===== config.mk =====
export PLATFORM = sky130hd
export DESIGN_NAME = ddp_out
export DESIGN_NICKNAME = d
export VERILOG_FILES = /design/src/ddp_pkg.sv /design/src/ddp_out.sv
export SDC_FILE = /design/constraint.sdc
export NUM_CORES = 1
export LEC_CHECK = 0
export ABC_AREA = 1
export CAP_MARGIN = 20
export CORE_MARGIN = 4
export CORE_UTILIZATION = 24
export CTS_CLUSTER_SIZE = 20
export DETAILED_ROUTE_END_ITERATION = 8
export DONT_BUFFER_PORTS = 1
export PLACE_DENSITY_LB_ADDON = 0.05
export SYNTH_ARGS = -nofsm -noshare
export SYNTH_HDL_FRONTEND = slang
export SYNTH_SLANG_ARGS = --single-unit

===== constraint.sdc =====
create_clock -name clk -period 2 [get_ports clk]
set_input_delay 0.1 -clock clk [delete_from_list [all_inputs] [get_ports clk]]
set_output_delay 0.1 -clock clk [all_outputs]
set_load 0.1 [all_outputs]

===== src/ddp_pkg.sv =====
// Shared widths, constants, codes and stage types for the differential drive PID.
package ddp_pkg;

	// Field and register widths
	localparam int ERR_W      = 16;
	localparam int FRAC_W     = 8;
	localparam int GAIN_W     = 16;
	localparam int PWM_W      = 10;
	localparam int DRV_W      = 11;
	localparam int TGT_W      = 9;
	localparam int HEAD_W     = 17;
	localparam int ANG_FRAC_W = 8;
	localparam int DINT_W     = 32;
	localparam int RINT_W     = 24;
	localparam int RERR_W     = 9;
	localparam int CFG_IDX_W  = 3;

	// Heading difference in 1/256 degree: target scaled minus heading, one bit of growth
	localparam int DIFF_W = HEAD_W + 1;
	localparam logic signed [DIFF_W-1:0] HALF_TURN_Q8 = DIFF_W'(180 * (1 << ANG_FRAC_W));
	localparam logic signed [DIFF_W-1:0] FULL_TURN_Q8 = DIFF_W'(360 * (1 << ANG_FRAC_W));
	localparam int ROT_E_MAX = 180;

	// Distance loop drive limit is pwm_max less this margin
	localparam logic [PWM_W-1:0] DIST_MARGIN = PWM_W'(50);

	// Product and sum widths (gain taken as a non-negative signed operand)
	localparam int P_E_W = GAIN_W + 1 + ERR_W;
	localparam int P_I_W = GAIN_W + 1 + DINT_W;
	localparam int P_D_W = GAIN_W + 1 + ERR_W + 1;
	localparam int SUM_W = P_I_W + 2;

	typedef enum logic [1:0] {
		CMD_DIST     = 2'd0,
		CMD_ROT      = 2'd1,
		CMD_CLR_DIST = 2'd2,
		CMD_CLR_ROT  = 2'd3
	} cmd_t;

	typedef enum logic [CFG_IDX_W-1:0] {
		REG_KP_DIST = 3'd0,
		REG_KI_DIST = 3'd1,
		REG_KD_DIST = 3'd2,
		REG_KP_ANG  = 3'd3,
		REG_KI_ANG  = 3'd4,
		REG_KD_ANG  = 3'd5,
		REG_PWM_MAX = 3'd6
	} cfg_reg_t;

	typedef struct packed {
		logic [GAIN_W-1:0] kp_dist;
		logic [GAIN_W-1:0] ki_dist;
		logic [GAIN_W-1:0] kd_dist;
		logic [GAIN_W-1:0] kp_ang;
		logic [GAIN_W-1:0] ki_ang;
		logic [GAIN_W-1:0] kd_ang;
		logic [PWM_W-1:0]  pwm_max;
	} gains_t;

	// Error stage result: error, difference and updated integrator of one loop
	typedef struct packed {
		cmd_t                     cmd;
		logic signed [ERR_W-1:0]  e;
		logic signed [ERR_W:0]    d;
		logic signed [DINT_W-1:0] integ;
	} err_item_t;

	// Product stage result: the three gain products
	typedef struct packed {
		cmd_t                    cmd;
		logic signed [P_E_W-1:0] p_e;
		logic signed [P_I_W-1:0] p_i;
		logic signed [P_D_W-1:0] p_d;
	} prod_item_t;

endpackage


===== src/ddp_out.sv =====
// Sum, scale, clamp and wheel drive result register.
module ddp_out import ddp_pkg::*; (
	input  logic                    clk,
	input  logic                    arst_n,
	input  logic [PWM_W-1:0]        pwm_max,
	input  logic                    up_valid,
	output logic                    up_ready,
	input  prod_item_t              up_item,
	output logic                    out_valid,
	input  logic                    out_ready,
	output logic signed [DRV_W-1:0] right_drive,
	output logic signed [DRV_W-1:0] left_drive
);

	logic                    out_valid_q;
	logic signed [DRV_W-1:0] right_q;
	logic signed [DRV_W-1:0] left_q;

	logic signed [SUM_W-1:0] sum;
	logic [SUM_W-1:0]        mag;
	logic [SUM_W-1:0]        mag_sc;
	logic [PWM_W-1:0]        limit;
	logic [PWM_W-1:0]        drv_mag;
	logic signed [DRV_W-1:0] right_next;
	logic signed [DRV_W-1:0] left_next;
	logic                    load;

	assign up_ready    = !out_valid_q || out_ready;
	assign load        = up_valid && up_ready;
	assign out_valid   = out_valid_q;
	assign right_drive = right_q;
	assign left_drive  = left_q;

	// Add the products and scale the magnitude down, truncating toward zero
	always_comb begin
		sum    = SUM_W'(up_item.p_e) + SUM_W'(up_item.p_i) + SUM_W'(up_item.p_d);
		mag    = sum[SUM_W-1] ? SUM_W'(-sum) : SUM_W'(sum);
		mag_sc = mag >> FRAC_W;
	end

	// Clamp to the loop's limit and steer the wheels
	always_comb begin
		limit = pwm_max;
		if (up_item.cmd == CMD_DIST) begin
			limit = (pwm_max > DIST_MARGIN) ? pwm_max - DIST_MARGIN : '0;
		end
		drv_mag    = (mag_sc > SUM_W'(limit)) ? limit : mag_sc[PWM_W-1:0];
		right_next = sum[SUM_W-1] ? -DRV_W'(drv_mag) : DRV_W'(drv_mag);
		case (up_item.cmd)
			CMD_DIST: left_next = right_next;
			CMD_ROT:  left_next = -right_next;
			default: begin
				right_next = '0;
				left_next  = '0;
			end
		endcase
	end

	always_ff @(posedge clk or negedge arst_n) begin
		if (!arst_n) begin
			out_valid_q <= 1'b0;
		end else if (up_ready) begin
			out_valid_q <= up_valid;
		end
	end

	always_ff @(posedge clk) begin
		if (load) begin
			right_q <= right_next;
			left_q  <= left_next;
		end
	end

`ifndef ASSERT_OFF
	a_clr_zero: assert property (@(posedge clk) disable iff (!arst_n)
		(load && (up_item.cmd == CMD_CLR_DIST || up_item.cmd == CMD_CLR_ROT))
		|=> (right_q == '0 && left_q == '0))
		else $error("reset command gave a nonzero drive");

	a_dist_same: assert property (@(posedge clk) disable iff (!arst_n)
		(load && up_item.cmd == CMD_DIST) |=> (left_q == right_q))
		else $error("distance step drives the wheels unequally");

	a_rot_opp: assert property (@(posedge clk) disable iff (!arst_n)
		(load && up_item.cmd == CMD_ROT) |=> (left_q == -right_q))
		else $error("rotation step does not drive the wheels oppositely");
`endif

endmodule


==> Implementation_results.wiki <==
{| class="wikitable"
! Metric !! Value
|-
| Highest cell delay on the worst timing path || 0.52 ns
|-
| Reg2Reg Launch Point || out_valid
|-
| Antenna violations before repair || 0
|-
| Number of nets with antenna violations after detailed routing || 0
|-
| Clk_lat worst skew || 0.25 ns
|-
| Crit Reg-Reg Endpoint || right_drive[8]
|-
| Relative slew slack || 0.716
|-
| Detailed placer's ending HPWL || 32900 um
|-
| Clock tree from TritonCTS || yes
|-
| Final Net Count || 2443
|-
| Setup repair after global routing missed its margin || yes
|-
| Nets in the synthesized netlist || 1987
|-
| Initial DRC count || 509
|-
| Core footprint || 38700 sq um
|-
| CP arrival || 5.16 ns
|-
| Standard-cell rows || 72
|-
| Launching instance or port of the critical path || up_item[9]
|-
| Initial Util || 0.244
|-
| Clock skew || 0.00223 ns
|-
| Area overhead of the layout relative to synthesis || 52.5%
|-
| Worst-path cell with the longest stage delay || sky130_fd_sc_hd__fa_1
|-
| Kind of critical path || in2reg
|-
| Violated checks || setup timing
|-
| Maximum clock frequency || 194 MHz
|-
| R2r worst-path depth || 2
|-
| Routability cong. || 0.848
|-
| Remaining design rule violation count || 0
|-
| Tot GR Track Use || 0.172
|-
| Library cell used as clock root buffer || sky130_fd_sc_hd__clkbuf_16
|-
| Worst path required time || 2.01 ns
|-
| Share of synthesized area occupied by flip-flops and latches || 0.0727
|-
| Top-count cell post-synth || sky130_fd_sc_hd__nand2_1
|-
| Total gr overflow || 0
|-
| Number of antenna cells inserted || 0
|-
| Critical Path Sink || left_drive[8]
|-
| Result of the run || finished, violations left
|-
| Final critical-path required period || 5.15 ns
|-
| HP Class || in2reg
|-
| Most frequent CP cell || sky130_fd_sc_hd__nand2_1
|-
| Number of buffers created by CTS || 3
|-
| Buffers on Ports || 0
|-
| Dominant synthesized flop cell || sky130_fd_sc_hd__edfxtp_1
|-
| Measured slew at the worst slew-check pin || 0.426 ns
|-
| Clock transition at the registers of the reported paths || 0.06 ns
|-
| Setup slack of the critical path after layout || -3.15 ns
|-
| Number of H-tree levels || 1
|-
| Overall die area || 42500 sq um
|-
| Type of destination of the critical path || flop
|-
| Mean instance size in the synthesized netlist || 5.41 sq um
|-
| Final hold violation count || 0
|-
| Maximum root-to-sink buffer count || 2
|-
| Flop and latch count out of synthesis || 23
|-
| Pre-Repair DR Iteration Count || 5
|-
| Leading post-synthesis cells by cell area || sky130_fd_sc_hd__nand2_1 (27%), sky130_fd_sc_hd__inv_1 (12%), sky130_fd_sc_hd__fa_1 (11%)
|-
| Netlist area before placement || 9430 sq um
|-
| Fin Hold WS || 0.0262 ns
|-
| Height of the die || 206 um
|-
| Leading area contributor after synthesis || sky130_fd_sc_hd__nand2_1
|-
| Number of flops mapped to enable cells by yosys || 22
|-
| Number of cells produced by synthesis || 1743
|-
| Top-area cell type share of the netlist area || 0.269
|-
| Post-synth ARST share || 0.0435
|-
| Wire length after detailed routing || 36500 um
|-
| Syn. warnings || 0
|-
| Leakage power || 7.90 nW
|-
| Pins Over Slew Limit || 0
|-
| Share of the cycle needed by the critical path after routing || 2.57
|-
| Clock sink count || 23
|-
| Most instantiated cells after synthesis || sky130_fd_sc_hd__nand2_1 (676), sky130_fd_sc_hd__inv_1 (298), sky130_fd_sc_hd__nor2_1 (204)
|-
| Number of distinct library cells after synthesis || 43
|-
| Flop2flop setup slack || 0.83 ns
|-
| I/O pins || 156
|-
| Vias in the first global route || 11800
|-
| Detailed-route via count || 11800
|-
| Final design utilization || 0.371
|-
| Crit path launch type || input port
|-
| Maximum fanout along the worst path || 4
|-
| Proportion of layout cells with a drive suffix above 1 || 0.323
|-
| Maximum number of pins on one net before global-route repair || 56
|-
| Post-place setup slack || -3.66 ns
|-
| Die Wd || 206 um
|-
| Vias/cell || 4.33
|-
| Setup-failing EPs final || 22
|-
| # Max-Cap Violations || 0
|-
| Detailed-route wire length per cell || 13.4 um
|-
| Max rail drop VDD || 0.288 mV
|-
| Power density normalized to cell area || 831 nW/um^2
|-
| Wire length of the first global-routing pass || 59200 um
|}
repair_timing:
item / in CTS / in global routing
hold buffers: 2 / 0
resized for setup: 72 / 97
setup buffers: 22 / 4
endpoints found under the hold margin: 2 / 0
pin swaps: 36 / 40
endpoints found under the setup margin: 22 / 22
worst min-delay path by stage:
stage          slack (ns)         start         endpoint  depth (start not counted)
6_report             0.03     out_ready        out_valid                          3
3_3_place_gp        -0.20        arst_n        out_valid                          0
5_1_grt              0.01  up_item[117]  right_drive[10]                          1
2_1_floorplan       -0.20        arst_n        out_valid                          0
4_1_cts              0.02     out_ready        out_valid                          3
3_5_place_dp        -0.20        arst_n        out_valid                          0
layout make-up:
class | count | area, sq um
flip-flops and latches | 23 | 686
clock buffers | 3 | 75.1
fillers | 4440 | 24300
clock inverters | 1 | 5.00
repair buffers | 462 | 3530
multi-input cells | 1399 | 8260
well taps | 518 | 648
inverters | 310 | 1180
power by group:
group,switching (mW),total [mW],internal [mW]
Combinational,6.01,10.9,4.90
Clock,0.159,0.428,0.269
Sequential,0.0146,0.621,0.606
sequential cells by signal, summed over array words and instances (netlist names):
name,flops
left_drive,11
right_drive,11
out_valid,1
routing by layer:
metal  vias up  share of wire  global-route usage
met5         -              0                   0
met3        20          0.025             0.00690
li1       6297              -                   -
met1      5287           0.48               0.233
met2       157           0.48               0.313
met4         0          0.015              0.0195
cells by family after synthesis:
group / synth area share
xor+xnor: 0.0166
flops: 0.0727
simple gates: 0.527
buf+inv: 0.131
fa+ha+maj: 0.188
compound gates: 0.0638
cells in the final DEF, fill, tap and decap left out, types with 2 or more instances in the layout:
master                          instances
sky130_fd_sc_hd__nand2_1              624
sky130_fd_sc_hd__o21ai_2                2
sky130_fd_sc_hd__nand3_1              142
sky130_fd_sc_hd__nand3_2               24
sky130_fd_sc_hd__xor2_2                 5
sky130_fd_sc_hd__nor2_1               158
sky130_fd_sc_hd__inv_8                  2
sky130_fd_sc_hd__o21a_1                 2
sky130_fd_sc_hd__o211ai_1               3
sky130_fd_sc_hd__nand3b_1              15
sky130_fd_sc_hd__o21ai_4                2
sky130_fd_sc_hd__ha_1                  47
sky130_fd_sc_hd__a21o_1                 6
sky130_fd_sc_hd__nand2_2               77
sky130_fd_sc_hd__o21ai_0               19
sky130_fd_sc_hd__xor2_1                12
sky130_fd_sc_hd__nor3_1                 4
sky130_fd_sc_hd__buf_6                  9
sky130_fd_sc_hd__clkbuf_16              3
sky130_fd_sc_hd__nor2_2                52
sky130_fd_sc_hd__inv_2                 17
sky130_fd_sc_hd__a21oi_1               46
sky130_fd_sc_hd__ha_4                  13
sky130_fd_sc_hd__o21ai_1               11
sky130_fd_sc_hd__nand4_1               28
sky130_fd_sc_hd__a21oi_2                7
sky130_fd_sc_hd__or2_2                  2
sky130_fd_sc_hd__edfxtp_1              22
sky130_fd_sc_hd__nand2_4                9
sky130_fd_sc_hd__nand3_4                3
sky130_fd_sc_hd__buf_4                449
sky130_fd_sc_hd__nor2_4                19
sky130_fd_sc_hd__ha_2                   2
sky130_fd_sc_hd__inv_1                287
sky130_fd_sc_hd__clkinv_1               3
sky130_fd_sc_hd__fa_1                  49
sky130_fd_sc_hd__dlygate4sd3_1          2
sky130_fd_sc_hd__buf_12                 2
sky130_fd_sc_hd__o21bai_1               3
through the flow:
step / instances / TNS, ns / area (sq um) / power [mW]
after floorplan: 1743 / -62.87 / 9650 / 6.18
after global placement: 2686 / -71.60 / 13500 / 10.6
after detailed placement: 2686 / -73.57 / 13500 / 10.7
after CTS: 2714 / -63.97 / 14000 / 11.6
after global routing: 2716 / -69.64 / 14400 / 13.4
final: 2716 / -61.85 / 14400 / 12.0
worst max-delay path: cells and delay by family:
family | cells | cell delay, ns
buf+inv | 10 | 0.89
xor+xnor | 1 | 0.23
fa+ha+maj | 5 | 1.46
compound gates | 4 | 0.66
simple gates | 21 | 1.83
No activity file was read; power rests on OpenSTA's default activity.
