File: config.mk
export PLATFORM = sky130hd
export DESIGN_NAME = ddp_cfg
export DESIGN_NICKNAME = d
export VERILOG_FILES = /design/src/ddp_pkg.sv /design/src/ddp_cfg.sv
export SDC_FILE = /design/constraint.sdc
export NUM_CORES = 1
export LEC_CHECK = 0
export ABC_AREA = 0
export ABC_CLOCK_PERIOD_IN_PS = 1300
export BUFFER_PORTS_ARGS = -buffer_cell sky130_fd_sc_hd__buf_2
export CAP_MARGIN = 25
export CORE_ASPECT_RATIO = 1.25
export CORE_MARGIN = 5
export CORE_UTILIZATION = 40
export CTS_CLUSTER_DIAMETER = 200
export CTS_CLUSTER_SIZE = 14
export DETAILED_ROUTE_END_ITERATION = 8
export PLACE_DENSITY = 0.65
export REMOVE_ABC_BUFFERS = 1
export SLEW_MARGIN = 30
export SYNTH_ARGS = -nofsm -noshare
export SYNTH_HDL_FRONTEND = slang
export SYNTH_SLANG_ARGS = --single-unit
File: constraint.sdc
create_clock -name clk -period 1.3 [get_ports clk]
set_input_delay 0.26 -clock clk [delete_from_list [all_inputs] [get_ports clk]]
set_output_delay 0.26 -clock clk [all_outputs]
set_load 0.03 [all_outputs]
File: src/ddp_pkg.sv
// Shared widths, constants, codes and stage types for the differential drive PID.
package ddp_pkg;

	// Field and register widths
	localparam int ERR_W      = 16;
	localparam int FRAC_W     = 8;
	localparam int GAIN_W     = 16;
	localparam int PWM_W      = 10;
	localparam int DRV_W      = 11;
	localparam int TGT_W      = 9;
	localparam int HEAD_W     = 17;
	localparam int ANG_FRAC_W = 8;
	localparam int DINT_W     = 32;
	localparam int RINT_W     = 24;
	localparam int RERR_W     = 9;
	localparam int CFG_IDX_W  = 3;

	// Heading difference in 1/256 degree: target scaled minus heading, one bit of growth
	localparam int DIFF_W = HEAD_W + 1;
	localparam logic signed [DIFF_W-1:0] HALF_TURN_Q8 = DIFF_W'(180 * (1 << ANG_FRAC_W));
	localparam logic signed [DIFF_W-1:0] FULL_TURN_Q8 = DIFF_W'(360 * (1 << ANG_FRAC_W));
	localparam int ROT_E_MAX = 180;

	// Distance loop drive limit is pwm_max less this margin
	localparam logic [PWM_W-1:0] DIST_MARGIN = PWM_W'(50);

	// Product and sum widths (gain taken as a non-negative signed operand)
	localparam int P_E_W = GAIN_W + 1 + ERR_W;
	localparam int P_I_W = GAIN_W + 1 + DINT_W;
	localparam int P_D_W = GAIN_W + 1 + ERR_W + 1;
	localparam int SUM_W = P_I_W + 2;

	typedef enum logic [1:0] {
		CMD_DIST     = 2'd0,
		CMD_ROT      = 2'd1,
		CMD_CLR_DIST = 2'd2,
		CMD_CLR_ROT  = 2'd3
	} cmd_t;

	typedef enum logic [CFG_IDX_W-1:0] {
		REG_KP_DIST = 3'd0,
		REG_KI_DIST = 3'd1,
		REG_KD_DIST = 3'd2,
		REG_KP_ANG  = 3'd3,
		REG_KI_ANG  = 3'd4,
		REG_KD_ANG  = 3'd5,
		REG_PWM_MAX = 3'd6
	} cfg_reg_t;

	typedef struct packed {
		logic [GAIN_W-1:0] kp_dist;
		logic [GAIN_W-1:0] ki_dist;
		logic [GAIN_W-1:0] kd_dist;
		logic [GAIN_W-1:0] kp_ang;
		logic [GAIN_W-1:0] ki_ang;
		logic [GAIN_W-1:0] kd_ang;
		logic [PWM_W-1:0]  pwm_max;
	} gains_t;

	// Error stage result: error, difference and updated integrator of one loop
	typedef struct packed {
		cmd_t                     cmd;
		logic signed [ERR_W-1:0]  e;
		logic signed [ERR_W:0]    d;
		logic signed [DINT_W-1:0] integ;
	} err_item_t;

	// Product stage result: the three gain products
	typedef struct packed {
		cmd_t                    cmd;
		logic signed [P_E_W-1:0] p_e;
		logic signed [P_I_W-1:0] p_i;
		logic signed [P_D_W-1:0] p_d;
	} prod_item_t;

endpackage

File: src/ddp_cfg.sv
// Configuration register file: gains and drive limit.
module ddp_cfg import ddp_pkg::*; (
	input  logic                 clk,
	input  logic                 arst_n,
	input  logic                 cfg_valid,
	output logic                 cfg_ready,
	input  logic [CFG_IDX_W-1:0] cfg_index,
	input  logic [GAIN_W-1:0]    cfg_data,
	output gains_t               gains
);

	gains_t gains_q;

	assign cfg_ready = 1'b1;
	assign gains     = gains_q;

	// Write one register per transfer; drop unknown indexes
	always_ff @(posedge clk or negedge arst_n) begin
		if (!arst_n) begin
			gains_q.kp_dist <= GAIN_W'(256);
			gains_q.ki_dist <= '0;
			gains_q.kd_dist <= '0;
			gains_q.kp_ang  <= GAIN_W'(256);
			gains_q.ki_ang  <= '0;
			gains_q.kd_ang  <= '0;
			gains_q.pwm_max <= PWM_W'(255);
		end else if (cfg_valid) begin
			case (cfg_index)
				REG_KP_DIST: gains_q.kp_dist <= cfg_data;
				REG_KI_DIST: gains_q.ki_dist <= cfg_data;
				REG_KD_DIST: gains_q.kd_dist <= cfg_data;
				REG_KP_ANG:  gains_q.kp_ang  <= cfg_data;
				REG_KI_ANG:  gains_q.ki_ang  <= cfg_data;
				REG_KD_ANG:  gains_q.kd_ang  <= cfg_data;
				REG_PWM_MAX: gains_q.pwm_max <= cfg_data[PWM_W-1:0];
				default: ;
			endcase
		end
	end

endmodule

==> impl_metrics.xml, run 1 <==
<?xml version="1.0" encoding="UTF-8"?>
<metrics>
  <group name="outcome">
    <metric name="run_status" unit="">finished clean</metric>
  </group>
  <group name="timing">
    <metric name="final_period_minus_worst_setup_slack" unit="ps">1280</metric>
    <metric name="final_hold_viol_count" unit="">0</metric>
    <metric name="setup_tns" unit="ps">0</metric>
    <metric name="slew_violations" unit="">0</metric>
    <metric name="fmax" unit="GHz">0.780</metric>
    <metric name="timing.hold.ws" unit="ps">226</metric>
    <metric name="fin_crit_sh" unit="%">98.7</metric>
    <metric name="rsz0062_at_grt" unit="">true</metric>
    <metric name="setup_skew_after_layout" unit="ps">0</metric>
    <metric name="report.final.setup_viol" unit="">0</metric>
  </group>
  <group name="power_and_ir_drop">
    <metric name="leakage" unit="nW">2.59</metric>
    <metric name="power.clock.fraction" unit="%">27.2</metric>
    <metric name="power.internal" unit="mW">6.99</metric>
    <metric name="vdd_ir_drop_max" unit="µV">815</metric>
    <metric name="cellPowerDensity" unit="mW/mm²">1980</metric>
    <metric name="power_switching" unit="mW">3.78</metric>
    <metric name="p_seq_share" unit="%">41.5</metric>
    <metric name="power.switching_fraction" unit="%">35.1</metric>
    <metric name="power.share.combinational" unit="%">31.3</metric>
  </group>
  <group name="final_layout">
    <metric name="seqCellArea" unit="mm²">0.00267</metric>
    <metric name="filler_cell_count" unit="">869</metric>
    <metric name="mostFrequentLayoutCell" unit="">buf_2</metric>
    <metric name="fin_cells" unit="">516</metric>
    <metric name="flip_flop_count_of_the_largest_register_after_layout" unit="">106</metric>
    <metric name="syn2layout_area_growth" unit="%">33.1</metric>
    <metric name="drive_above_1_share" unit="%">74.2</metric>
    <metric name="num_antenna_cells" unit="">0</metric>
    <metric name="multi_input_comb_area" unit="mm²">0.00130</metric>
    <metric name="most-common-layout-cells" unit="">buf_2 (116), mux2_2 (106), dfrtp_1 (96)</metric>
    <metric name="final_nets" unit="">404</metric>
    <metric name="final_instance_area" unit="mm²">0.00543</metric>
  </group>
  <group name="global_route">
    <metric name="groute.layer.met2.usage" unit="%">29.1</metric>
    <metric name="grt_start_max_net_pins" unit="">36</metric>
    <metric name="gr-usage-met1" unit="%">19.9</metric>
    <metric name="grt_pass1_wl" unit="µm">15400</metric>
    <metric name="grt_use_total" unit="%">16.8</metric>
    <metric name="gr-total-overflow" unit="">0</metric>
    <metric name="grt_pass1_vias" unit="">2740</metric>
    <metric name="global_route.peak_usage_layer" unit="">met2</metric>
    <metric name="number_of_antenna_violations_at_the_first_check_in_global_routing" unit="">0</metric>
    <metric name="grt.met3_usage" unit="%">4.06</metric>
  </group>
  <group name="synthesis">
    <metric name="synth.lib_cells_used.distinct" unit="">13</metric>
    <metric name="synth_top_cell_area_share" unit="%">58.8</metric>
    <metric name="synth.yosys.seq_area_share" unit="%">65.3</metric>
    <metric name="postSynthAreaPerCell" unit="µm²">17.6</metric>
    <metric name="netlist_top_cells_area" unit="">dfrtp_1 (59%), mux2_2 (29%), dfstp_2 (6.4%), buf_6 (1.7%), buf_8 (0.74%)</metric>
    <metric name="netlist_area_before_placement" unit="mm²">0.00408</metric>
    <metric name="ys_warn_count" unit="">0</metric>
    <metric name="synth_cells" unit="">232</metric>
    <metric name="post-synth-top-area-cell" unit="">dfrtp_1</metric>
    <metric name="postSynthRegisterBits" unit="">106</metric>
  </group>
  <group name="route">
    <metric name="finalWirelength" unit="µm">9700</metric>
    <metric name="routed_wire_length_per_instance" unit="µm">18.8</metric>
    <metric name="drcViolationCount" unit="">0</metric>
    <metric name="routed-via-count" unit="">2501</metric>
    <metric name="dr.first_iter.drc_count" unit="">25</metric>
    <metric name="post_route_antenna_net_violation_count" unit="">0</metric>
    <metric name="viasPerCell" unit="">4.85</metric>
    <metric name="first_pass_iters" unit="">4</metric>
  </group>
  <group name="placed_design">
    <metric name="weighted_congestion_reported_at_the_end_of_routability_driven_placement" unit="">0.728</metric>
    <metric name="total_placed_cells_including_tap_cells" unit="">499</metric>
    <metric name="place_area" unit="mm²">0.00503</metric>
    <metric name="port_buf_inserts" unit="">127</metric>
    <metric name="place_hpwl" unit="µm">7300</metric>
  </group>
  <group name="worst_setup_path">
    <metric name="worst_setup_path_start_kind" unit="">flip-flop</metric>
    <metric name="cp_slowest_cell" unit="">dfstp_2</metric>
    <metric name="crit_cells" unit="">1</metric>
    <metric name="crit_fanout" unit="">2</metric>
    <metric name="regToRegEndpoint" unit="">gains[65]</metric>
    <metric name="worst_setup_path_category" unit="">reg -&gt; out</metric>
    <metric name="launch_instance_of_the_worst_register_to_register_path" unit="">gains[65]</metric>
    <metric name="critical_path.top_delay_family" unit="">flip-flops</metric>
    <metric name="critical_path.startpoint" unit="">gains[2]</metric>
    <metric name="rr_worst_depth" unit="">1</metric>
    <metric name="wp_data_required" unit="ps">1040</metric>
    <metric name="worstPathArrival" unit="ps">1020</metric>
    <metric name="critical_path.n_buffers_inverters" unit="">1</metric>
    <metric name="critical_path.endpoint" unit="">gains[2]</metric>
    <metric name="worstSetupEndpointType" unit="">output port</metric>
    <metric name="critical_path.cell_chain" unit="">buf_6</metric>
    <metric name="longest_individual_stage_delay_on_the_worst_path" unit="ps">550</metric>
    <metric name="reg2reg_slack" unit="ps">510</metric>
  </group>
  <group name="die">
    <metric name="start_util" unit="%">40.6</metric>
    <metric name="fp.dieArea" unit="mm²">0.0123</metric>
    <metric name="die_wd" unit="µm">100</metric>
    <metric name="die_height" unit="µm">123</metric>
    <metric name="floorplan.rows" unit="">41</metric>
    <metric name="core_area" unit="mm²">0.0101</metric>
    <metric name="io_pins" unit="">129</metric>
  </group>
  <group name="cts">
    <metric name="clk_pin_slew" unit="ps">70</metric>
    <metric name="cts_num_sinks" unit="">106</metric>
    <metric name="cts_made_buffers" unit="">9</metric>
    <metric name="max-clock-path-buffers" unit="">2</metric>
    <metric name="clk_root_buffer_cell" unit="">clkbuf_16</metric>
    <metric name="clock_latency" unit="ps">340</metric>
    <metric name="ctsHtreeMaxLevel" unit="">3</metric>
    <metric name="cts_tree" unit="">done</metric>
  </group>
  <group name="run">
    <metric name="drv.max_cap_violation_count" unit="">0</metric>
  </group>
  <group name="worst_hold_path">
    <metric name="whs_path_depth" unit="">2</metric>
    <metric name="hold_class" unit="">in -&gt; reg</metric>
  </group>
</metrics>
==> layout make-up <==
cell class | count | share of cell area (%)
clock inverter | 7 | 1.84
timing repair buffer | 151 | 18.1
sequential | 106 | 49.1
clock buffer | 9 | 4.15
tap | 129 | 2.97
multi-input combinational | 114 | 23.9
==> power by group through the flow <==
| stage | clock network, mW | logic (mW) | registers (mW) |
|---|---|---|---|
| floorplan | 0 | 0.682 | 5.96 |
| global placement | 0 | 3.29 | 4.49 |
| detailed placement | 0 | 3.33 | 4.52 |
| CTS | 3.02 | 3.41 | 4.48 |
| global route | 3.16 | 3.56 | 4.56 |
| finish | 2.93 | 3.37 | 4.47 |
==> cell families after synthesis <==
| kind of cell | after synthesis | synth area share, % |
|---|---|---|
| buf+inv | 12 | 2.94 |
| simple gates | 7 | 2.45 |
| flops | 106 | 65.3 |
| mux | 106 | 29.2 |
| other cells | 1 | 0.0919 |
==> metrics by stage <==
stage	worst slack (ps)	total power, mW	utilization, %
after floorplan	-170	6.64	-
after global placement	-125	7.77	50.1
after detailed placement	-140	7.85	50.1
after CTS	-5.14	10.9	54.0
after global routing	-24.8	11.3	54.0
final	17.3	10.8	54.0
==> worst min path at each step <==
stage / startpoint / to
final: cfg_data[10] / gains[68]
after CTS: cfg_data[10] / gains[52]
after global placement: arst_n / gains[101]
after floorplan: arst_n / gains[100]
after detailed placement: arst_n / gains[101]
after global routing: cfg_data[11] / gains[37]
==> timing repair <==
item                                    CTS  global route
gates resized for setup                  18             2
endpoints found under the hold margin     7             0
setup buffers                             0             0
hold buffers                              1             0
pin swaps                                 0             0
endpoints found under the setup margin   10             9
==> synthesized netlist by cell type (all sizes together) <==
cell type and n:
dfstp 10, nand4b 3, mux2 106, and4bb 3, dfrtp 96, nor4b 1
buf 12, conb 1
==> layer usage <==
layer	wire (µm)	up-vias
met1	3850	1289
met5	0	-
met3	545	12
li1	-	1127
met4	177	0
met2	5120	73
No activity file was read; power rests on OpenSTA's default activity.
==> run 2, diff against run 1 <==
- ABC_CLOCK_PERIOD_IN_PS: 1300 -> 1500
- clock period: 1.3 -> 1.5 ns (I/O delays scaled with it)
==> impl_metrics.xml, run 2 (synthesis gave the netlist of run 1 again) <==
<?xml version="1.0" encoding="UTF-8"?>
<metrics>
  <group name="final_layout">
    <metric name="flip_flop_count_of_the_largest_register_after_layout" unit="">106</metric>
    <metric name="num_antenna_cells" unit="">0</metric>
    <metric name="final_instance_area" unit="mm²">0.00530</metric>
    <metric name="drive_above_1_share" unit="%">73.8</metric>
    <metric name="final_util" unit="%">52.7</metric>
    <metric name="syn2layout_area_growth" unit="%">29.9</metric>
    <metric name="most-common-layout-cells" unit="">buf_2 (126), mux2_2 (106), dfrtp_1 (96)</metric>
    <metric name="mostFrequentLayoutCell" unit="">buf_2</metric>
    <metric name="final_nets" unit="">398</metric>
  </group>
  <group name="die">
    <metric name="start_util" unit="%">40.6</metric>
    <metric name="fp.dieArea" unit="mm²">0.0123</metric>
    <metric name="die_height" unit="µm">123</metric>
    <metric name="die_wd" unit="µm">100</metric>
    <metric name="core_area" unit="mm²">0.0101</metric>
    <metric name="floorplan.rows" unit="">41</metric>
    <metric name="io_pins" unit="">129</metric>
  </group>
  <group name="worst_setup_path">
    <metric name="critical_path.top_delay_family" unit="">flip-flops</metric>
    <metric name="crit_fanout" unit="">2</metric>
    <metric name="worst_setup_path_start_kind" unit="">flip-flop</metric>
    <metric name="wp_data_required" unit="ps">1200</metric>
    <metric name="longest_individual_stage_delay_on_the_worst_path" unit="ps">530</metric>
    <metric name="worstSetupEndpointType" unit="">output port</metric>
    <metric name="worst_setup_path_category" unit="">reg -&gt; out</metric>
    <metric name="critical_path.n_buffers_inverters" unit="">1</metric>
    <metric name="critical_path.cell_chain" unit="">buf_2</metric>
    <metric name="cp_slowest_cell" unit="">dfstp_2</metric>
    <metric name="reg2reg_slack" unit="ps">720</metric>
    <metric name="worstPathArrival" unit="ps">1060</metric>
  </group>
  <group name="route">
    <metric name="top_layer_used" unit="">met4</metric>
    <metric name="wl_met1" unit="µm">3730</metric>
    <metric name="met2_length" unit="µm">5060</metric>
    <metric name="met3_routed_wl" unit="µm">489</metric>
    <metric name="first_pass_iters" unit="">4</metric>
    <metric name="post_route_antenna_net_violation_count" unit="">0</metric>
    <metric name="finalWirelength" unit="µm">9490</metric>
    <metric name="drcViolationCount" unit="">0</metric>
    <metric name="routed_wire_length_per_instance" unit="µm">18.6</metric>
    <metric name="dr.first_iter.drc_count" unit="">56</metric>
    <metric name="viasPerCell" unit="">4.77</metric>
    <metric name="routed-via-count" unit="">2434</metric>
  </group>
  <group name="power_and_ir_drop">
    <metric name="cellPowerDensity" unit="mW/mm²">1700</metric>
    <metric name="power.share.combinational" unit="%">31.4</metric>
    <metric name="power.switching_fraction" unit="%">35.8</metric>
    <metric name="leakage" unit="nW">2.51</metric>
    <metric name="power.clock.fraction" unit="%">25.9</metric>
    <metric name="vdd_ir_drop_max" unit="µV">814</metric>
    <metric name="totalPowerFinal" unit="mW">9.03</metric>
    <metric name="power_switching" unit="mW">3.23</metric>
    <metric name="p_seq_share" unit="%">42.6</metric>
    <metric name="power.internal" unit="mW">5.79</metric>
  </group>
  <group name="cts">
    <metric name="clk_root_buffer_cell" unit="">clkbuf_16</metric>
    <metric name="clk_pin_slew" unit="ps">70</metric>
    <metric name="cts_num_sinks" unit="">106</metric>
    <metric name="number_of_instances_resized_during_post_cts_repair" unit="">0</metric>
    <metric name="max-clock-path-buffers" unit="">2</metric>
    <metric name="cts_made_buffers" unit="">9</metric>
    <metric name="clock_latency" unit="ps">330</metric>
    <metric name="ctsHtreeMaxLevel" unit="">3</metric>
    <metric name="cts_tree" unit="">done</metric>
  </group>
  <group name="worst_hold_path">
    <metric name="hold_class" unit="">in -&gt; reg</metric>
  </group>
  <group name="placed_design">
    <metric name="place_hpwl" unit="µm">7110</metric>
    <metric name="place_area" unit="mm²">0.00499</metric>
    <metric name="port_buf_inserts" unit="">127</metric>
    <metric name="weighted_congestion_reported_at_the_end_of_routability_driven_placement" unit="">0.751</metric>
  </group>
  <group name="timing">
    <metric name="final_hold_viol_count" unit="">0</metric>
    <metric name="rsz0062_at_grt" unit="">false</metric>
    <metric name="setup_tns" unit="ps">0</metric>
    <metric name="setup_skew_after_layout" unit="ps">0</metric>
    <metric name="final_period_minus_worst_setup_slack" unit="ps">1360</metric>
    <metric name="report.final.setup_viol" unit="">0</metric>
    <metric name="fmax" unit="GHz">0.734</metric>
    <metric name="slew_violations" unit="">0</metric>
    <metric name="fin_crit_sh" unit="%">90.8</metric>
    <metric name="timing.hold.ws" unit="ps">268</metric>
  </group>
  <group name="outcome">
    <metric name="run_status" unit="">finished clean</metric>
  </group>
  <group name="global_route">
    <metric name="grt_pass1_vias" unit="">2671</metric>
    <metric name="grt_start_max_net_pins" unit="">50</metric>
    <metric name="grt_pass1_wl" unit="µm">15300</metric>
    <metric name="number_of_antenna_violations_at_the_first_check_in_global_routing" unit="">0</metric>
    <metric name="gr-total-overflow" unit="">0</metric>
    <metric name="grt_use_total" unit="%">16.5</metric>
  </group>
  <group name="run">
    <metric name="drv.max_cap_violation_count" unit="">0</metric>
  </group>
</metrics>
run 2: metal layers:
metal	vias to the layer above	GRT usage, %
met3	11	2.77
met5	-	0
met4	0	8.09
li1	1115	-
met2	70	28.2
met1	1238	20.4
run 2: final timing paths:
kind,to,from,cells past startpoint
max in group asynchronous,gains[4],arst_n,3
min in group asynchronous,gains[101],arst_n,2
worst min register to register,gains[53],gains[53],1
worst max-delay path,gains[1],gains[1],1
worst max register to register,gains[79],gains[79],1
worst min-delay path,gains[39],cfg_data[13],2
run 2: area by class of cell:
type                    count  area, µm²
fillers                   895       4750
flip-flops and latches    106       2670
multi-input cells         114       1300
repair buffers            145        876
clock buffers               9        225
well taps                 129        161
clock inverters             7       77.6
run 2: per-stage QoR:
| step | cells | worst slack [ps] |
|---|---|---|
| finish | 510 | 138 |
| global placement | 493 | 24.6 |
| CTS | 510 | 113 |
| global route | 510 | 102 |
| detailed placement | 493 | 28.9 |
| floorplan | 220 | -10.0 |
run 2: power by group through the flow:
stage / Sequential [mW] / Combinational (mW) / Clock, mW
detailed placement: 3.91 / 2.88 / 0
global route: 3.93 / 3.00 / 2.55
CTS: 3.86 / 2.89 / 2.43
global placement: 3.89 / 2.84 / 0
finish: 3.85 / 2.84 / 2.34
floorplan: 5.17 / 0.591 / 0
run 2: repair_timing:
| item | CTS | global route |
|---|---|---|
| setup buffers | 0 | 0 |
| hold buffers | 1 | 0 |
| endpoints found under the hold margin | 16 | 0 |
