## config.mk

```make
export PLATFORM = sky130hd
export DESIGN_NAME = ddp_err
export DESIGN_NICKNAME = d
export VERILOG_FILES = /design/src/ddp_pkg.sv /design/src/ddp_err.sv
export SDC_FILE = /design/constraint.sdc
export NUM_CORES = 1
export LEC_CHECK = 0
export ABC_AREA = 0
export BUFFER_PORTS_ARGS = -buffer_cell sky130_fd_sc_hd__buf_2
export CORE_MARGIN = 1.5
export CORE_UTILIZATION = 67
export CTS_BUF_LIST = sky130_fd_sc_hd__clkbuf_8
export CTS_CLUSTER_DIAMETER = 50
export CTS_CLUSTER_SIZE = 14
export DETAILED_ROUTE_END_ITERATION = 16
export GPL_TIMING_DRIVEN = 0
export PLACE_DENSITY_LB_ADDON = 0.08
export SYNTH_ARGS = -nofsm -noshare
export SYNTH_HDL_FRONTEND = slang
export SYNTH_SLANG_ARGS = --single-unit
```

## constraint.sdc

```tcl
create_clock -name clk -period 14.4 [get_ports clk]
set_clock_uncertainty 0.05 [all_clocks]
set_input_delay 2.88 -clock clk [delete_from_list [all_inputs] [get_ports clk]]
set_output_delay 2.88 -clock clk [all_outputs]
set_load 0.005 [all_outputs]
```

## src/ddp_pkg.sv

```systemverilog
// Shared widths, constants, codes and stage types for the differential drive PID.
package ddp_pkg;

	// Field and register widths
	localparam int ERR_W      = 16;
	localparam int FRAC_W     = 8;
	localparam int GAIN_W     = 16;
	localparam int PWM_W      = 10;
	localparam int DRV_W      = 11;
	localparam int TGT_W      = 9;
	localparam int HEAD_W     = 17;
	localparam int ANG_FRAC_W = 8;
	localparam int DINT_W     = 32;
	localparam int RINT_W     = 24;
	localparam int RERR_W     = 9;
	localparam int CFG_IDX_W  = 3;

	// Heading difference in 1/256 degree: target scaled minus heading, one bit of growth
	localparam int DIFF_W = HEAD_W + 1;
	localparam logic signed [DIFF_W-1:0] HALF_TURN_Q8 = DIFF_W'(180 * (1 << ANG_FRAC_W));
	localparam logic signed [DIFF_W-1:0] FULL_TURN_Q8 = DIFF_W'(360 * (1 << ANG_FRAC_W));
	localparam int ROT_E_MAX = 180;

	// Distance loop drive limit is pwm_max less this margin
	localparam logic [PWM_W-1:0] DIST_MARGIN = PWM_W'(50);

	// Product and sum widths (gain taken as a non-negative signed operand)
	localparam int P_E_W = GAIN_W + 1 + ERR_W;
	localparam int P_I_W = GAIN_W + 1 + DINT_W;
	localparam int P_D_W = GAIN_W + 1 + ERR_W + 1;
	localparam int SUM_W = P_I_W + 2;

	typedef enum logic [1:0] {
		CMD_DIST     = 2'd0,
		CMD_ROT      = 2'd1,
		CMD_CLR_DIST = 2'd2,
		CMD_CLR_ROT  = 2'd3
	} cmd_t;

	typedef enum logic [CFG_IDX_W-1:0] {
		REG_KP_DIST = 3'd0,
		REG_KI_DIST = 3'd1,
		REG_KD_DIST = 3'd2,
		REG_KP_ANG  = 3'd3,
		REG_KI_ANG  = 3'd4,
		REG_KD_ANG  = 3'd5,
		REG_PWM_MAX = 3'd6
	} cfg_reg_t;

	typedef struct packed {
		logic [GAIN_W-1:0] kp_dist;
		logic [GAIN_W-1:0] ki_dist;
		logic [GAIN_W-1:0] kd_dist;
		logic [GAIN_W-1:0] kp_ang;
		logic [GAIN_W-1:0] ki_ang;
		logic [GAIN_W-1:0] kd_ang;
		logic [PWM_W-1:0]  pwm_max;
	} gains_t;

	// Error stage result: error, difference and updated integrator of one loop
	typedef struct packed {
		cmd_t                     cmd;
		logic signed [ERR_W-1:0]  e;
		logic signed [ERR_W:0]    d;
		logic signed [DINT_W-1:0] integ;
	} err_item_t;

	// Product stage result: the three gain products
	typedef struct packed {
		cmd_t                    cmd;
		logic signed [P_E_W-1:0] p_e;
		logic signed [P_I_W-1:0] p_i;
		logic signed [P_D_W-1:0] p_d;
	} prod_item_t;

endpackage

```

## src/ddp_err.sv

```systemverilog
// Input register, heading wrap, and per-loop error, derivative and integrator state.
module ddp_err import ddp_pkg::*; (
	input  logic                     clk,
	input  logic                     arst_n,
	input  logic                     in_valid,
	output logic                     in_ready,
	input  logic [1:0]               cmd,
	input  logic signed [ERR_W-1:0]  distance_error,
	input  logic signed [TGT_W-1:0]  target_angle,
	input  logic signed [HEAD_W-1:0] robot_heading,
	output logic                     dn_valid,
	input  logic                     dn_ready,
	output err_item_t                dn_item
);

	// Input register
	logic                     v_s1;
	cmd_t                     cmd_s1;
	logic signed [ERR_W-1:0]  derr_s1;
	logic signed [TGT_W-1:0]  tgt_s1;
	logic signed [HEAD_W-1:0] head_s1;

	// Loop state
	logic signed [DINT_W-1:0] dist_int_q;
	logic signed [ERR_W-1:0]  dist_last_q;
	logic signed [RINT_W-1:0] rot_int_q;
	logic signed [RERR_W-1:0] rot_last_q;

	// Error stage register
	logic      v_s2;
	err_item_t item_s2;

	logic adv2;
	logic acc;

	logic signed [DIFF_W-1:0] tgt_q8;
	logic signed [DIFF_W-1:0] diff_raw;
	logic signed [DIFF_W-1:0] diff_wrap;
	logic signed [DIFF_W-1:0] diff_sh;
	logic                     round_up;
	logic signed [RERR_W-1:0] e_rot;
	logic signed [RERR_W:0]   d_rot;
	logic signed [RINT_W:0]   rint_sum;
	logic signed [RINT_W-1:0] rint_next;

	logic signed [ERR_W:0]    d_dist;
	logic signed [DINT_W:0]   dint_sum;
	logic signed [DINT_W-1:0] dint_next;

	err_item_t item_next;

	// Pipeline control: the input stage frees up when its item moves on
	assign adv2     = v_s1 && (!v_s2 || dn_ready);
	assign in_ready = !v_s1 || adv2;
	assign acc      = in_valid && in_ready;
	assign dn_valid = v_s2;
	assign dn_item  = item_s2;

	// Hold the accepted item
	always_ff @(posedge clk or negedge arst_n) begin
		if (!arst_n) begin
			v_s1 <= 1'b0;
		end else if (in_ready) begin
			v_s1 <= in_valid;
		end
	end

	always_ff @(posedge clk) begin
		if (acc) begin
			cmd_s1  <= cmd_t'(cmd);
			derr_s1 <= distance_error;
			tgt_s1  <= target_angle;
			head_s1 <= robot_heading;
		end
	end

	// Wrap heading difference into a half turn and truncate toward zero to degrees
	always_comb begin
		tgt_q8   = DIFF_W'(tgt_s1) <<< ANG_FRAC_W;
		diff_raw = tgt_q8 - DIFF_W'(head_s1);
		if (diff_raw > HALF_TURN_Q8) begin
			diff_wrap = diff_raw - FULL_TURN_Q8;
		end else if (diff_raw < -HALF_TURN_Q8) begin
			diff_wrap = diff_raw + FULL_TURN_Q8;
		end else begin
			diff_wrap = diff_raw;
		end
		diff_sh  = diff_wrap >>> ANG_FRAC_W;
		round_up = diff_wrap[DIFF_W-1] && (diff_wrap[ANG_FRAC_W-1:0] != '0);
		e_rot    = RERR_W'(diff_sh) + RERR_W'(round_up);
	end

	// Rotation derivative and saturating integrator
	always_comb begin
		d_rot    = (RERR_W+1)'(e_rot) - (RERR_W+1)'(rot_last_q);
		rint_sum = (RINT_W+1)'(rot_int_q) + (RINT_W+1)'(e_rot);
		if (rint_sum[RINT_W] != rint_sum[RINT_W-1]) begin
			rint_next = rint_sum[RINT_W] ? {1'b1, {(RINT_W-1){1'b0}}}
			                             : {1'b0, {(RINT_W-1){1'b1}}};
		end else begin
			rint_next = rint_sum[RINT_W-1:0];
		end
	end

	// Distance derivative and saturating integrator
	always_comb begin
		d_dist   = (ERR_W+1)'(derr_s1) - (ERR_W+1)'(dist_last_q);
		dint_sum = (DINT_W+1)'(dist_int_q) + (DINT_W+1)'(derr_s1);
		if (dint_sum[DINT_W] != dint_sum[DINT_W-1]) begin
			dint_next = dint_sum[DINT_W] ? {1'b1, {(DINT_W-1){1'b0}}}
			                             : {1'b0, {(DINT_W-1){1'b1}}};
		end else begin
			dint_next = dint_sum[DINT_W-1:0];
		end
	end

	// Select the active loop's terms
	always_comb begin
		item_next.cmd = cmd_s1;
		case (cmd_s1)
			CMD_DIST: begin
				item_next.e     = derr_s1;
				item_next.d     = d_dist;
				item_next.integ = dint_next;
			end
			CMD_ROT: begin
				item_next.e     = ERR_W'(e_rot);
				item_next.d     = (ERR_W+1)'(d_rot);
				item_next.integ = DINT_W'(rint_next);
			end
			default: begin
				item_next.e     = '0;
				item_next.d     = '0;
				item_next.integ = '0;
			end
		endcase
	end

	// Update loop state as the item leaves the input register
	always_ff @(posedge clk or negedge arst_n) begin
		if (!arst_n) begin
			dist_int_q  <= '0;
			dist_last_q <= '0;
			rot_int_q   <= '0;
			rot_last_q  <= '0;
		end else if (adv2) begin
			case (cmd_s1)
				CMD_DIST: begin
					dist_int_q  <= dint_next;
					dist_last_q <= derr_s1;
				end
				CMD_ROT: begin
					rot_int_q  <= rint_next;
					rot_last_q <= e_rot;
				end
				CMD_CLR_DIST: begin
					dist_int_q  <= '0;
					dist_last_q <= '0;
				end
				CMD_CLR_ROT: begin
					rot_int_q  <= '0;
					rot_last_q <= '0;
				end
				default: ;
			endcase
		end
	end

	// Advance the error stage
	always_ff @(posedge clk or negedge arst_n) begin
		if (!arst_n) begin
			v_s2 <= 1'b0;
		end else if (!v_s2 || dn_ready) begin
			v_s2 <= v_s1;
		end
	end

	always_ff @(posedge clk) begin
		if (adv2) begin
			item_s2 <= item_next;
		end
	end

`ifndef ASSERT_OFF
	a_stall_full: assert property (@(posedge clk) disable iff (!arst_n)
		!in_ready |-> v_s1)
		else $error("input stalled with an empty input register");

	a_clr_dist: assert property (@(posedge clk) disable iff (!arst_n)
		(adv2 && cmd_s1 == CMD_CLR_DIST) |=> (dist_int_q == '0 && dist_last_q == '0))
		else $error("distance loop state not cleared");

	a_rot_range: assert property (@(posedge clk) disable iff (!arst_n)
		(v_s2 && item_s2.cmd == CMD_ROT) |-> (item_s2.e <= ROT_E_MAX && item_s2.e >= -ROT_E_MAX))
		else $error("wrapped heading error outside a half turn");
`endif

endmodule

```

==> results.md, run 1 <==
- Final weighted congestion in routability-driven placement: 0.900
- Run status: finished clean
- Startpoint type of the worst setup path: flop
- Via count of the first global-routing pass: 10000
- Nets: 1563
- Number of I/O port buffers: 116
- Portion of the post-synthesis area used by sequential elements: 0.442
- Worst-Skew Late Latency: 0.49 ns
- Number of warnings issued by yosys: 0
- Average wire length per cell after detail routing: 18.6 um
- Clock root cell: sky130_fd_sc_hd__clkbuf_8
- Violation count after the first detailed-route iteration: 858
- Number of buffers inserted during clock tree synthesis: 17
- Max cap viols: 0
- Per-instance average area after synthesis: 9.57 um^2
- # rows: 49
- Setup ws final: 5.17 ns
- Peak clock frequency supported by timing: 108 MHz
- DIE HEIGHT: 138 um
- Area share of the largest cell type after synthesis: 0.272
- Clock share of power: 0.123
- Combinational fraction of design power: 0.594
- Internal power contribution: 1610 uW
- Leading cell type in the layout, fill and taps excluded: sky130_fd_sc_hd__nand2_1
- Worst Setup Slack post-DPL: 5.46 ns
- Commonest cells after routing, fill and taps aside: sky130_fd_sc_hd__nand2_1, sky130_fd_sc_hd__o21ai_0, sky130_fd_sc_hd__buf_2
- Register Area: 5410 um^2
- Count of different cell masters after synthesis: 79
- Number of top-level pins: 117
- Ratio of final minimum period to clock period: 0.641
- Measured slew at the worst slew-check pin: 1.12 ns
- Data required time at the worst endpoint: 14.55 ns
- Proportion of layout cells with a drive suffix above 1: 0.125
- Kind of end point of the critical path: flop
- Register share of total power: 0.284
- Number of inserted diodes: 0
- Gr ovfl total: 0
- Top post-synthesis cells by area: sky130_fd_sc_hd__edfxtp_1, sky130_fd_sc_hd__dfrtp_1, sky130_fd_sc_hd__ha_1, sky130_fd_sc_hd__o21ai_0, sky130_fd_sc_hd__nand2_1
- Total of flip-flops plus latches after synthesis: 194
- Hold Fails Final Rpt: 0
- Core region area: 18000 um^2
- Post-cts gate resize count: 0
- Die Area: 19100 um^2
- Count of final max-slew check failures: 0
- Number of search-and-repair iterations in the first detailed-routing pass: 5
- Worst vdd rail ir drop: 0.184 mV
- Most used DFF post-synth: sky130_fd_sc_hd__edfxtp_1
- Yosys top cell by area: sky130_fd_sc_hd__edfxtp_1
- Netlist area before placement: 12200 um^2
- Syn-to-layout area delta: 10.7%
- Number of enable flip-flop cells after synthesis: 111
- RSZ-0062 raised after global routing: no
- Most common cell on crit path: sky130_fd_sc_hd__clkbuf_1
- Clock tree from TritonCTS: done
- PnR Total Power: 2990 uW
- Detail Route Antenna Nets: 0
- Clk slew on worst S/H paths: 0.10 ns
- Final setup violating endpoints: 0
- Sw Ratio: 0.462
- Total nets after synthesis: 1426
- Highest-delay cell along the critical path: sky130_fd_sc_hd__a222oi_1
- Final routed wirelength across all metal layers: 30900 um
- P_sw: 1380 uW
- Num Clock Sinks: 194
- Via-to-Cell Ratio: 6.19
- Wire length of the first global-routing pass: 50300 um
- Multi-input combinational cell area: 6380 um^2
- Initial core utilization: 0.682
- Pwr per Cell Area: 220 nW/um^2
- Global-route usage over all layers: 0.328
- Synthesized instance count: 1280
- Antenna violations before repair: 0
- Maximum number of pins on one net before global-route repair: 72
- Vias post-DR: 10300
- Post-CTS Repair Setup Buffers: 0
- Path class of the lowest-slack min-delay path: flop to flop
- Crit path arrival time: 9.38 ns
- Static leakage: 0.00610 uW
- Count of hold buffers inserted by post-cts repair: 0
- Slowest cell delay on critical path: 0.85 ns
- Setup TNS Final: 0 ns
- X dimension of the die: 138 um
- H-tree level count: 4
- Largest fanout on the critical path: 10
- Normalized max-slew margin: 0.253
- Shortest clock period the worst path allows after layout: 9.23 ns
- Proportion of register bits with asynchronous set or reset after synthesis: 0.428
- HPWL after detailed placement: 22500 um
- Share of the core filled with cells: 0.755
- Largest buffer count on any clock path: 2
- Final-layout fill cell count: 1317
- Type of the worst setup path: flop to flop
- Detailed-route DRC error count: 0
## flip-flops by register name, summed over array words and instances, names as in the netlist
| name | count |
|---|---|
| dn_valid | 1 |
| rot_int_q | 24 |
| tgt_s1 | 9 |
| head_s1 | 17 |
| dist_int_q | 32 |
| dist_last_q | 16 |
| dn_item | 67 |
| v_s1 | 1 |
| cmd_s1 | 2 |
| rot_last_q | 9 |
| derr_s1 | 16 |
## synthesized netlist by cell type, types with 3 or more instances
cell / instances
sky130_fd_sc_hd__nand3_1: 17
sky130_fd_sc_hd__a2bb2oi_1: 3
sky130_fd_sc_hd__o21bai_1: 14
sky130_fd_sc_hd__o22ai_1: 26
sky130_fd_sc_hd__nor2_1: 104
sky130_fd_sc_hd__a31o_1: 3
sky130_fd_sc_hd__nor3_1: 23
sky130_fd_sc_hd__edfxtp_1: 111
sky130_fd_sc_hd__a21boi_0: 3
sky130_fd_sc_hd__mux2i_1: 8
sky130_fd_sc_hd__or2_2: 5
sky130_fd_sc_hd__a221o_1: 3
sky130_fd_sc_hd__xnor2_1: 49
sky130_fd_sc_hd__ha_1: 94
sky130_fd_sc_hd__or3_1: 5
sky130_fd_sc_hd__o31a_1: 3
sky130_fd_sc_hd__and2_1: 10
sky130_fd_sc_hd__dfrtp_1: 83
sky130_fd_sc_hd__nand2_1: 140
sky130_fd_sc_hd__o21ai_1: 6
sky130_fd_sc_hd__a31o_2: 4
sky130_fd_sc_hd__xor2_1: 29
sky130_fd_sc_hd__a21o_1: 44
sky130_fd_sc_hd__and3_1: 10
sky130_fd_sc_hd__inv_1: 75
sky130_fd_sc_hd__o211ai_1: 9
sky130_fd_sc_hd__o21ai_0: 122
sky130_fd_sc_hd__a22o_1: 8
sky130_fd_sc_hd__fa_1: 4
sky130_fd_sc_hd__a221oi_1: 5
sky130_fd_sc_hd__o31ai_1: 7
sky130_fd_sc_hd__clkbuf_1: 41
sky130_fd_sc_hd__a31oi_1: 7
sky130_fd_sc_hd__nand2b_1: 34
sky130_fd_sc_hd__nand3b_1: 5
sky130_fd_sc_hd__a21oi_1: 77
sky130_fd_sc_hd__o21a_1: 5
sky130_fd_sc_hd__nor2b_1: 22
sky130_fd_sc_hd__a211o_1: 4
sky130_fd_sc_hd__a211oi_1: 8
## cell type report
| type | count | area share |
|---|---|---|
| multi-input combinational | 965 | 0.470 |
| sequential | 194 | 0.399 |
| timing repair buffer | 118 | 0.0465 |
| inverter | 76 | 0.0212 |
| tap | 229 | 0.0211 |
| clock buffer | 18 | 0.0183 |
| buffer | 45 | 0.0131 |
| clock inverter | 14 | 0.0108 |
## routing by layer
layer  up-vias  track usage  part of all wire
li1       4873            -                 -
met1      4888        0.437              0.42
met2       429        0.539              0.48
met3        84       0.0582             0.070
met4         0        0.126             0.029
met5         -            0                 0
## critical path: cells and delay by family, from the launching register on
kind | cells | cell delay (ns)
AOI/OAI and AO/OA | 11 | 3.16
xor gates and xnor gates | 2 | 0.58
buffers and inverters | 7 | 2.08
adders and majority gates | 4 | 1.06
and+or+nand+nor | 9 | 1.62
DFF | 1 | 0.39
## power groups by stage
stage | clock, uW | combinational, uW | sequential, uW
finish | 366 | 1770 | 847
detailed placement | 0 | 1720 | 854
global route | 384 | 1960 | 861
CTS | 365 | 1750 | 845
global placement | 0 | 1670 | 850
floorplan | 0 | 1280 | 841
## path summary, 6_finish.rpt
check,startpoint,end,slack (ns),cells after the start
worst max register to register,tgt_s1[2],dn_item[6],5.17,33
worst max-delay path,tgt_s1[2],dn_item[6],5.17,33
worst min-delay path,dist_last_q[5],dist_last_q[5],0.44,2
min in group asynchronous,arst_n,rot_int_q[17],2.22,1
max in group asynchronous,arst_n,dist_last_q[5],11.44,2
worst min register to register,dist_last_q[5],dist_last_q[5],0.44,2
## logic make-up after synthesis
kind of cell,synth area share
flops,0.442
xor+xnor,0.0558
fa+ha+maj,0.104
buf+inv,0.0378
mux,0.00654
compound gates,0.206
simple gates,0.148
## stage by stage
stage               cell area [um^2]  hold WS, ns  instances
CTS                            13600        0.442       1659
detailed placement             13200        0.420       1627
finish                         13600        0.442       1659
global placement               13100        0.412       1625
global route                   13600        0.468       1659
floorplan                      12200        0.399       1280
Power figures use the tool's default switching activity.
==> run 2, diff against run 1 <==
- CORE_UTILIZATION: 67 -> 62
- clock period: 14.4 -> 9.3 ns (I/O delays scaled with it)
==> run 2 against run 1 <==
Compared with the run above: fmax up 5.9%; final cell count up 2.2%; sequential power is 55% higher; final area increased by 0.57%; largest power group unchanged.
==> results.md, run 2 (synthesis results as in run 1) <==
- Run status: finished clean
- Startpoint type of the worst setup path: flop
- Clock tree from TritonCTS: done
- Proportion of layout cells with a drive suffix above 1: 0.126
- Max cap viols: 0
- Wire length of the first global-routing pass: 47600 um
- Most common cell on crit path: sky130_fd_sc_hd__clkbuf_1
- Average wire length per cell after detail routing: 17.5 um
- Global-route usage over all layers: 0.297
- Highest-delay cell along the critical path: sky130_fd_sc_hd__or4_1
- Number of buffers inserted during clock tree synthesis: 17
- Hold Fails Final Rpt: 0
- Cell area after placement: 13200 um^2
- Measured slew at the worst slew-check pin: 0.932 ns
- Number of inserted diodes: 0
- Path class of the lowest-slack min-delay path: flop to flop
- Count of final max-slew check failures: 0
- Internal power contribution: 2530 uW
- Leading cell type in the layout, fill and taps excluded: sky130_fd_sc_hd__nand2_1
- Data required time at the worst endpoint: 9.44 ns
- Number of search-and-repair iterations in the first detailed-routing pass: 5
- Nets: 1564
- Combinational fraction of design power: 0.592
- Clock root cell: sky130_fd_sc_hd__clkbuf_8
- Share of the core filled with cells: 0.703
- Clk slew on worst S/H paths: 0.10 ns
- Register share of total power: 0.283
- Count of hold buffers inserted by post-cts repair: 0
- Number of top-level pins: 117
- Via-to-Cell Ratio: 5.93
- # rows: 51
- Antenna violations before repair: 0
- Violation count after the first detailed-route iteration: 777
- X dimension of the die: 144 um
- Num Clock Sinks: 194
- Final setup violating endpoints: 0
- P_sw: 2080 uW
- Detail Route Antenna Nets: 0
- Cell family with the largest share of critical-path delay: compound AO/OA/AOI/OAI gates
- Clock share of power: 0.125
- Peak clock frequency supported by timing: 115 MHz
- Crit path arrival time: 8.86 ns
- Commonest cells after routing, fill and taps aside: sky130_fd_sc_hd__nand2_1, sky130_fd_sc_hd__o21ai_0, sky130_fd_sc_hd__buf_2
- H-tree level count: 4
- Largest buffer count on any clock path: 2
- Number of I/O port buffers: 116
- Static leakage: 0.00611 uW
- Final instance area: 13600 um^2
- Pwr per Cell Area: 338 nW/um^2
- Die Area: 20600 um^2
- HPWL after detailed placement: 21800 um
- Core region area: 19400 um^2
- Ratio of final minimum period to clock period: 0.937
- Gr ovfl total: 0
- Worst-Skew Late Latency: 0.49 ns
- Type of the worst setup path: flop to flop
- Sw Ratio: 0.452
- Crit path buffers/inverters: 9
- Worst vdd rail ir drop: 0.264 mV
- DIE HEIGHT: 144 um
- Normalized max-slew margin: 0.379
- Detailed-route DRC error count: 0
- Final routed wirelength across all metal layers: 29600 um
- Largest fanout on the critical path: 10
- Slowest cell delay on critical path: 0.52 ns
- Final weighted congestion in routability-driven placement: 0.897
- Vias post-DR: 10000
- Flip-flop count of the largest register after layout: 67
- Syn-to-layout area delta: 11.4%
- Shortest clock period the worst path allows after layout: 8.72 ns
- Via count of the first global-routing pass: 9433
- Maximum number of pins on one net before global-route repair: 72
- Kind of end point of the critical path: flop
- Initial core utilization: 0.631
## run 2: repair_timing
| action | in CTS | in global routing |
|---|---|---|
| buffers inserted | 0 | 1 |
| endpoints found under the setup margin | 0 | 50 |
| resized for setup | 0 | 4 |
## run 2: layout make-up
cell class,count,area [um^2]
flip-flops and latches,194,5410
well taps,265,332
fillers,1582,5760
multi-input cells,965,6390
plain buffers,45,179
clock inverters,15,166
repair buffers,119,638
inverters,76,288
clock buffers,17,234
## run 2: worst paths after layout
kind | cells after the start | slack (ns) | from | end
worst max register to register | 35 | 0.58 | tgt_s1[2] | dn_item[9]
min in group asynchronous | 1 | 1.29 | arst_n | dist_last_q[12]
worst min register to register | 2 | 0.44 | rot_last_q[5] | rot_last_q[5]
worst min-delay path | 2 | 0.44 | rot_last_q[5] | rot_last_q[5]
max in group asynchronous | 2 | 7.25 | arst_n | dist_int_q[7]
worst max-delay path | 35 | 0.58 | tgt_s1[2] | dn_item[9]
## run 2: tightest hold or removal path: stages (launching register included)
cell and delay (ns):
sky130_fd_sc_hd__dfrtp_1 0.36, sky130_fd_sc_hd__nand2_1 0.04, sky130_fd_sc_hd__o21ai_0 0.06
## run 2: power by group through the flow
stage | Clock [uW] | Combinational, uW | Sequential, uW
6_report | 578 | 2730 | 1310
5_1_grt | 613 | 3040 | 1330
3_3_place_gp | 0 | 2620 | 1320
2_1_floorplan | 0 | 1980 | 1300
3_5_place_dp | 0 | 2670 | 1320
4_1_cts | 585 | 2690 | 1300
## run 2: per-layer routing
metal | vias to the layer above | GRT usage | share of wire
li1 | 4876 | - | -
met2 | 289 | 0.474 | 0.47
met4 | 0 | 0.0870 | 0.019
met3 | 37 | 0.0413 | 0.051
met5 | - | 0 | 0
met1 | 4847 | 0.422 | 0.46
## run 2: through the flow
stage          hold WS (ns)  setup TNS, ns  total power [uW]  cells  worst slack, ns
2_1_floorplan         0.399              0              3280   1280             2.02
3_3_place_gp          0.413              0              3940   1661            0.418
3_5_place_dp          0.421              0              3990   1663            0.254
4_1_cts               0.443              0              4580   1695            0.167
5_1_grt               0.458        -0.0278              4980   1696          -0.0211
6_report              0.439              0              4610   1696            0.582
==> run 3, diff against run 2 <==
--- a/config.mk
+++ b/config.mk
@@ -10,3 +10,3 @@
 export CORE_MARGIN = 1.5
-export CORE_UTILIZATION = 62
+export CORE_UTILIZATION = 35
 export CTS_BUF_LIST = sky130_fd_sc_hd__clkbuf_8
==> constraint.sdc (replaced) <==
create_clock -name clk -period 9.3 [get_ports clk]
set_clock_uncertainty 0.05 [all_clocks]
set_input_delay 0.93 -clock clk [delete_from_list [all_inputs] [get_ports clk]]
set_output_delay 0.93 -clock clk [all_outputs]
set_load 0.005 [all_outputs]
==> run 3 against run 2 <==
Compared with the run above: die area rose by 75%; critical path depth did not move; sequential share of layout area fell by 0.82 points; clock power rose by 2%; fmax rose by 1.6%; final cell count rose by 11%; critical path type unchanged; critical endpoint is now dn_item[4]; largest cell class unchanged; highest routed layer unchanged.
==> results.md, run 3 (synthesis results as in run 1) <==
- Path class of the lowest-slack min-delay path: primary input to asynchronous set/reset pin
- Proportion of layout cells with a drive suffix above 1: 0.129
- Syn-to-layout area delta: 13.7%
- Ratio of final minimum period to clock period: 0.923
- Pwr per Cell Area: 335 nW/um^2
- Leading cell type in the layout, fill and taps excluded: sky130_fd_sc_hd__nand2_1
- Crit path buffers/inverters: 8
- Worst flop-to-flop path startpoint: tgt_s1[2]
- Worst setup startpoint: tgt_s1[2]
- Maximum number of pins on one net before global-route repair: 56
- Run status: finished clean
- Global-route usage over all layers: 0.187
- Clk slew on worst S/H paths: 0.11 ns
- Vias post-DR: 9686
- Wire length of the first global-routing pass: 52000 um
- Num Clock Sinks: 194
- Most common cell on crit path: sky130_fd_sc_hd__clkbuf_1
- # rows: 68
- Initial core utilization: 0.355
- Number of top-level pins: 117
- Normalized max-slew margin: 0.383
- Register Area: 5410 um^2
- Highest-delay cell along the critical path: sky130_fd_sc_hd__or4_1
- Nets: 1566
- Max cap viols: 0
- X dimension of the die: 190 um
- Violation count after the first detailed-route iteration: 529
- Die Area: 36100 um^2
- Count of hold buffers inserted by post-cts repair: 0
- Average wire length per cell after detail routing: 17.5 um
- RSZ-0062 raised after global routing: no
- Clock root cell: sky130_fd_sc_hd__clkbuf_8
- Kind of end point of the critical path: flop
- Worst-Skew Late Latency: 0.50 ns
- Type of the worst setup path: flop to flop
- Data required time at the worst endpoint: 9.53 ns
- Final setup violating endpoints: 0
- Static leakage: 0.00614 uW
- DIE HEIGHT: 190 um
- Cell area after placement: 13500 um^2
- Gr ovfl total: 0
- Largest fanout on the critical path: 10
- Hold Fails Final Rpt: 0
- Multi-input combinational cell area: 6390 um^2
- HPWL after detailed placement: 25100 um
- Commonest cells after routing, fill and taps aside: sky130_fd_sc_hd__nand2_1, sky130_fd_sc_hd__o21ai_0, sky130_fd_sc_hd__buf_2
- Count of final max-slew check failures: 0
- Worst vdd rail ir drop: 0.175 mV
- Core region area: 34500 um^2
- Crit path arrival time: 8.82 ns
- Peak clock frequency supported by timing: 116 MHz
- Cell family with the largest share of critical-path delay: compound AO/OA/AOI/OAI gates
- Shortest clock period the worst path allows after layout: 8.58 ns
- Final Instance Count excl. Fillers: 1888
- Measured slew at the worst slew-check pin: 0.926 ns
- Final-layout fill cell count: 3452
- Antenna violations before repair: 0
- Final weighted congestion in routability-driven placement: 0.862
- Largest buffer count on any clock path: 2
- Number of I/O port buffers: 116
- Detail Route Antenna Nets: 0
- Via-to-Cell Ratio: 5.13
- Via count of the first global-routing pass: 9479
- Startpoint type of the worst setup path: flop
- PnR Total Power: 4670 uW
- Number of buffers inserted during clock tree synthesis: 17
- Number of inserted diodes: 0
- Setup TNS Final: 0 ns
- Final instance area: 13900 um^2
- H-tree level count: 4
- Final routed wirelength across all metal layers: 33000 um
- Slowest cell delay on critical path: 0.52 ns
- Number of search-and-repair iterations in the first detailed-routing pass: 5
- Clock tree from TritonCTS: done
- Detailed-route DRC error count: 0
- Flip-flop count of the largest register after layout: 67
- Placed cell count: 1854
==> run 3: layer usage <==
metal  up-vias  global-route usage  wire (um)
met5         -                   0          0
met4         0              0.0372        317
met3        15              0.0291       1110
met2       191               0.316      15600
met1      4605               0.252      16000
li1       4875                   -          -
==> run 3: final timing paths <==
path | endpoint | slack, ns | cells past startpoint
setup / recovery | dn_item[4] | 0.72 | 35
hold / removal | dist_int_q[24] | 0.34 | 1
setup reg to reg | dn_item[4] | 0.72 | 35
hold reg to reg | rot_last_q[5] | 0.44 | 2
max in group asynchronous | rot_last_q[3] | 8.21 | 2
min in group clk | rot_last_q[5] | 0.44 | 2
==> run 3: cell type report <==
type,instances,area share
Buffer,45,0.0130
Clock buffer,17,0.0168
Clock inverter,15,0.0134
Inverter,76,0.0207
Multi-Input combinational cell,965,0.459
Sequential cell,194,0.388
Tap cell,455,0.0409
Timing Repair Buffer,121,0.0483
==> run 3: metrics by stage <==
stage	worst slack (ns)	utilization	hold slack, ns
finish	0.716	0.404	0.338
global placement	-0.0787	0.389	0.413
detailed placement	-0.0712	0.391	0.421
CTS	0.343	0.404	0.329
floorplan	2.02	-	0.399
global route	0.0524	0.404	0.337
==> run 3: power by group <==
group	total [uW]	switching (uW)	leakage [uW]	internal, uW
clock	590	361	0.000207	229
combinational	2770	1690	0.00377	1080
sequential	1310	120	0.00216	1190
total	4670	2170	0.00614	2500
==> run 3: timing repair <==
action | CTS | global route
buffers inserted | 2 | 0
pin swaps | 1 | 0
resized for setup | 0 | 7
hold endpoints to repair | 0 | 0
endpoints found under the setup margin | 4 | 16
